`src/hdl/lla_pkg.sv`:
```
// ----------------------------------------------------------------------------
// Life-like automaton package
// Shared types, codes and defaults for the board controller and datapath.
// ----------------------------------------------------------------------------
package lla_pkg;

  // Default board size.
  localparam int BoardWidthDef  = 64;
  localparam int BoardHeightDef = 64;

  // Field widths fixed by the item format.
  localparam int CoordW   = 6;
  localparam int MaskW    = 9;
  localparam int CountW   = 4;
  localparam int ChanW    = 8;
  localparam int GenW     = 32;
  localparam int CfgIdxW  = 2;
  localparam int InDataW  = 16;
  localparam int OutDataW = 64;

  // Configuration register indexes.
  localparam logic [CfgIdxW-1:0] CfgBirthMask   = 2'd0;
  localparam logic [CfgIdxW-1:0] CfgSurviveMask = 2'd1;

  // Register reset values.
  localparam logic [MaskW-1:0] BirthMaskRst   = 9'd8;
  localparam logic [MaskW-1:0] SurviveMaskRst = 9'd12;

  // Requested action, carried in tuser.
  typedef enum logic [1:0] {
    ACT_WRITE = 2'd0,
    ACT_READ  = 2'd1,
    ACT_STEP  = 2'd2
  } action_e;

  // How a cell came to be.
  typedef enum logic [1:0] {
    KIND_DEAD     = 2'd0,
    KIND_WHITE    = 2'd1,
    KIND_SURVIVED = 2'd2,
    KIND_BORN     = 2'd3
  } kind_e;

  typedef struct packed {
    kind_e             kind;
    logic [CountW-1:0] count;
  } cell_t;

  // Controller states.
  typedef enum logic [1:0] {
    ST_CLEAR,
    ST_IDLE,
    ST_STEP
  } state_e;

  // Commands from the controller to the datapath.
  typedef struct packed {
    logic clr_en;
    logic sweep_en;
    logic swap;
    logic wr_en;
    logic rd_en;
    logic load_out;
  } cmd_t;

  // Status from the datapath to the controller.
  typedef struct packed {
    logic clear_done;
    logic sweep_done;
  } status_t;

endpackage

```
`src/hdl/lla_ctrl.sv`:
```
// ----------------------------------------------------------------------------
// Life-like automaton controller
// Handshakes, read pipeline tracking and the clear/idle/step state machine.
// ----------------------------------------------------------------------------
module lla_ctrl (
  input  logic            clk_i,
  input  logic            rst_ni,
  input  logic            s_valid_i,
  output logic            s_ready_o,
  input  logic [1:0]      s_user_i,
  output logic            m_valid_o,
  input  logic            m_ready_i,
  output lla_pkg::cmd_t   cmd_o,
  input  lla_pkg::status_t status_i
);

  lla_pkg::state_e state_q, state_d;
  logic pend_q, pend_d;
  logic out_valid_q, out_valid_d;
  logic out_free, accept, act_wr, act_rd, act_step;

  // The output register is free when empty or being drained.
  assign out_free  = !out_valid_q || m_ready_i;
  assign s_ready_o = (state_q == lla_pkg::ST_IDLE) && (!pend_q || out_free);
  assign accept    = s_valid_i && s_ready_o;
  assign m_valid_o = out_valid_q;

  // Action decode.
  always_comb begin
    act_wr   = 1'b0;
    act_rd   = 1'b0;
    act_step = 1'b0;
    unique case (lla_pkg::action_e'(s_user_i))
      lla_pkg::ACT_WRITE: act_wr = accept;
      lla_pkg::ACT_READ:  act_rd = accept;
      lla_pkg::ACT_STEP:  act_step = accept;
      default: ;
    endcase
  end

  // Next state.
  always_comb begin
    state_d = state_q;
    unique case (state_q)
      lla_pkg::ST_CLEAR: if (status_i.clear_done) state_d = lla_pkg::ST_IDLE;
      lla_pkg::ST_IDLE:  if (act_step) state_d = lla_pkg::ST_STEP;
      lla_pkg::ST_STEP: begin
        if (!pend_q && status_i.sweep_done) state_d = lla_pkg::ST_IDLE;
      end
      default: state_d = lla_pkg::ST_IDLE;
    endcase
  end

  // Commands. The sweep waits until a pending read has left the memory port.
  always_comb begin
    cmd_o          = '0;
    cmd_o.clr_en   = (state_q == lla_pkg::ST_CLEAR);
    cmd_o.sweep_en = (state_q == lla_pkg::ST_STEP) && !pend_q;
    cmd_o.swap     = cmd_o.sweep_en && status_i.sweep_done;
    cmd_o.wr_en    = act_wr;
    cmd_o.rd_en    = act_rd;
    cmd_o.load_out = pend_q && out_free;
  end

  // Read pipeline occupancy.
  always_comb begin
    pend_d      = act_rd ? 1'b1 : (out_free ? 1'b0 : pend_q);
    out_valid_d = (pend_q && out_free) ? 1'b1 : (m_ready_i ? 1'b0 : out_valid_q);
  end

  always_ff @(posedge clk_i or negedge rst_ni) begin
    if (!rst_ni) begin
      state_q     <= lla_pkg::ST_CLEAR;
      pend_q      <= 1'b0;
      out_valid_q <= 1'b0;
    end else begin
      state_q     <= state_d;
      pend_q      <= pend_d;
      out_valid_q <= out_valid_d;
    end
  end

  // A read whose result cannot move on stays pending with its result held.
  a_pend_hold: assert property (@(posedge clk_i) disable iff (!rst_ni)
    pend_q && out_valid_q && !m_ready_i |=> pend_q && out_valid_q)
    else $error("pending read lost under stall");

  // An accepted read is tracked in the next cycle.
  a_rd_pend: assert property (@(posedge clk_i) disable iff (!rst_ni)
    cmd_o.rd_en |=> pend_q)
    else $error("accepted read not tracked");

  // Finishing a sweep returns the block to idle.
  a_swap_idle: assert property (@(posedge clk_i) disable iff (!rst_ni)
    cmd_o.swap |=> state_q == lla_pkg::ST_IDLE)
    else $error("sweep end did not return to idle");

  // The sweep never shares the memory port with a pending read.
  a_sweep_port: assert property (@(posedge clk_i) disable iff (!rst_ni)
    cmd_o.sweep_en |-> !pend_q && !cmd_o.rd_en)
    else $error("sweep overlaps a read");

endmodule

```
`config.mk`:
```
export PLATFORM = sky130hd
export DESIGN_NAME = lla_ctrl
export DESIGN_NICKNAME = d
export VERILOG_FILES = /design/src/hdl/lla_pkg.sv /design/src/hdl/lla_ctrl.sv
export SDC_FILE = /design/constraint.sdc
export NUM_CORES = 1
export LEC_CHECK = 0
export BUFFER_PORTS_ARGS = -buffer_cell sky130_fd_sc_hd__buf_2
export CORE_AREA = 2 2 39 41
export DETAILED_ROUTE_END_ITERATION = 10
export DIE_AREA = 0 0 41 43
export GPL_TIMING_DRIVEN = 0
export PLACE_DENSITY_LB_ADDON = 0.1
export SYNTH_ARGS = -nofsm -noshare
export SYNTH_HDL_FRONTEND = slang
export SYNTH_SLANG_ARGS = --single-unit
```
`constraint.sdc`:
```
create_clock -name clk_i -period 2.28 [get_ports clk_i]
set_input_delay 0.456 -clock clk_i [delete_from_list [all_inputs] [get_ports clk_i]]
set_output_delay 0.456 -clock clk_i [all_outputs]
set_load 0.05 [all_outputs]
```
==> flow_summary.yaml <==
final_layout:
  instances_no_fill: 61
  nets: 55
  syn2layout_area_growth_pct: 44.1
  antenna_cells: 0
  layout-drive-gt1-share_pct: 53.3
routing:
  avgViaCountPerCell: 4.16
  drc_errors: 0
  finalWirelength_um: 582
  via_count: 254
  ant_nets: 0
  dr.first_iter.drc_count: 1
  wl_per_cell_um: 9.54
  drt_pass1_iterations: 3
logic_synthesis:
  synth_edf_count: 0
  syn_area_um2: 267
  synth-adder-area-share_pct: 0
  netlist.area_leader.share_pct: 37.6
  yosysWarnings: 0
  avgSynthCellArea_um2: 9.87
  synth_flop_cell: "dfrtp_1"
  synth_area_leader_cell: "dfrtp_1"
  ys_seq_area_share_pct: 37.6
  yosys.area_share.xor_xnor_pct: 0
  synth_fp_nets: 35
  synth_compound_area_share_pct: 5.63
  synthTopCellsByArea: "dfrtp_1, nand2b_1, buf_4"
  syn_inst: 27
  synthMuxAreaShare_pct: 0
  synth-seq-cells: 4
  synthSimpleGateAreaFrac_pct: 48.4
  synth.most_common_cell: "nand2b_1"
  synth_commonest_cells: "nand2b_1, dfrtp_1, nor2_1, buf_4"
  synth_async_sr_flop_share_pct: 100
  synthDistinctLibCells: 14
  synth_top_family_by_area: "simple AND/OR/NAND/NOR gates"
floorplanning:
  dieArea_um2: 1760
  floorplan.core_area_um2: 1380
  die_h_um: 43
  die_x_um: 41
  ioPinCount: 16
  rows: 14
  initial_utilization_pct: 19.3
timing:
  finalSetupViolations: 0
  finClkSkew_ps: 1.27
  rsz0062_at_grt: "no"
  tns_ps: 0
  min_period_ps: 1910
  relSlewSlack_pct: 83.4
  hold_violations: 0
  worst_pin_slew_ps: 251
  drv_slew: 0
  clock.fmax_mhz: 522
  min_period_over_period_pct: 84.0
worst_setup_path:
  r2r_cells: 3
  r2r_start: "state_q[1]"
  crit_arrival_ps: 1460
  crit_type: "flip-flop to primary output"
  critPathLaunch: "pend_q"
  cp-start-kind: "flip-flop"
  cp_max_fo: 5
  r2r-end: "state_q[0]"
  r2r_setup_slack_ps: 1250
  cp_data_required_time_ps: 1820
  worstSetupEndpointType: "primary output"
clock_network:
  cts_tree: "built"
  clk_pin_slew_worst_paths_ps: 40
  cts-htree-levels: 1
  cts_setup_buffers: 0
  worstSkewPairLatency_ps: 230
  cts.sinks: 4
  cts_buffers: 3
  ctsHoldBuffers: 0
  cts_resized: 0
  clockBufferDepth: 2
  root_buffer: "clkbuf_4"
run:
  max-cap-violations: 0
power_and_ir_drop:
  power_leakage_nw: 0.230
  max-vdd-ir-drop_uv: 185
  power.density_nw_per_um2: 645
  total_power_w: 0.000248
placed_design:
  numPortBuffers: 15
  gp_congestion: 0.675
  dp.cells: 58
  dp_hpwl_um: 501
hold_path:
  hold_path_class: "input pin to async pin"
outcome:
  status: "finished, final reports clean"
grt:
  grt_max_degree: 7
  grt_pass1_vias: 242
  grtUsageTotal_pct: 7.76
  antenna_found_initial: 0
  overflow: 0
  grt_pass1_wl_um: 883
==> through the flow <==
stage          hold WS, ps  setup WS, ps  util, %  area [um2]
2_1_floorplan          160           583        -         267
3_3_place_gp           265           460     26.1         362
5_1_grt               17.1           208     27.8         384
6_report              22.5           365     27.8         384
4_1_cts               17.3           335     27.8         384
3_5_place_dp           267           464     26.1         362
==> area by class of cell <==
cell class	instances	area, um2
Tap cell	16	20.0
Fill cell	154	1000
Timing Repair Buffer	15	75.1
Sequential cell	4	100
Multi-Input combinational cell	20	144
Clock buffer	3	22.5
Buffer	3	22.5
==> state kept, by name, summed over array words and instances, names as in the netlist <==
register and flops:
pend_q 1, state_q 2, m_valid_o 1
==> placed cells by master (no fill, tap or decap), types with 3 or more instances in the layout <==
| cell type | count |
|---|---|
| buf_2 | 15 |
| nand2b_1 | 6 |
| clkbuf_4 | 3 |
| dfrtp_1 | 4 |
| nor2_1 | 4 |
| buf_4 | 3 |
==> layer usage <==
layer  wire, um  part of all wire, %  global-route usage, %  vias to the layer above
li1           -                    -                      -                      130
met1        244                   42                   8.14                      112
met2        287                   49                   11.6                       12
met3         50                  8.6                   1.57                        0
met4          0                    0                   8.00                        0
met5          0                    0                      0                        -
==> where the power goes <==
part	leakage [nW]	switching, W	internal [W]	total, W
sequential	0.0501	0.00000811	0.0000772	0.0000854
clock	0.0138	0.0000270	0.0000587	0.0000857
combinational	0.166	0.0000508	0.0000261	0.0000769
==> critical path, cell delays in order (launching register included) <==
cell	delay, ps
dfrtp_1	420
nand3b_4	120
nand4b_1	150
nor3_1	160
buf_4	130
buf_2	240
==> how the worst max path moves through the flow <==
| stage | end | cells after the start |
|---|---|---|
| floorplan | cmd_o[2] | 4 |
| global placement | cmd_o[2] | 6 |
| detailed placement | cmd_o[2] | 6 |
| CTS | cmd_o[2] | 5 |
| global route | cmd_o[2] | 5 |
| finish | cmd_o[2] | 5 |
==> cell families (layout without fill, tap and decap cells) <==
logic type,count (synthesis),count (layout)
simple gates,18,18
buf+inv,3,21
flops,4,4
compound gates,2,2
(Power assumes the default switching activity.)
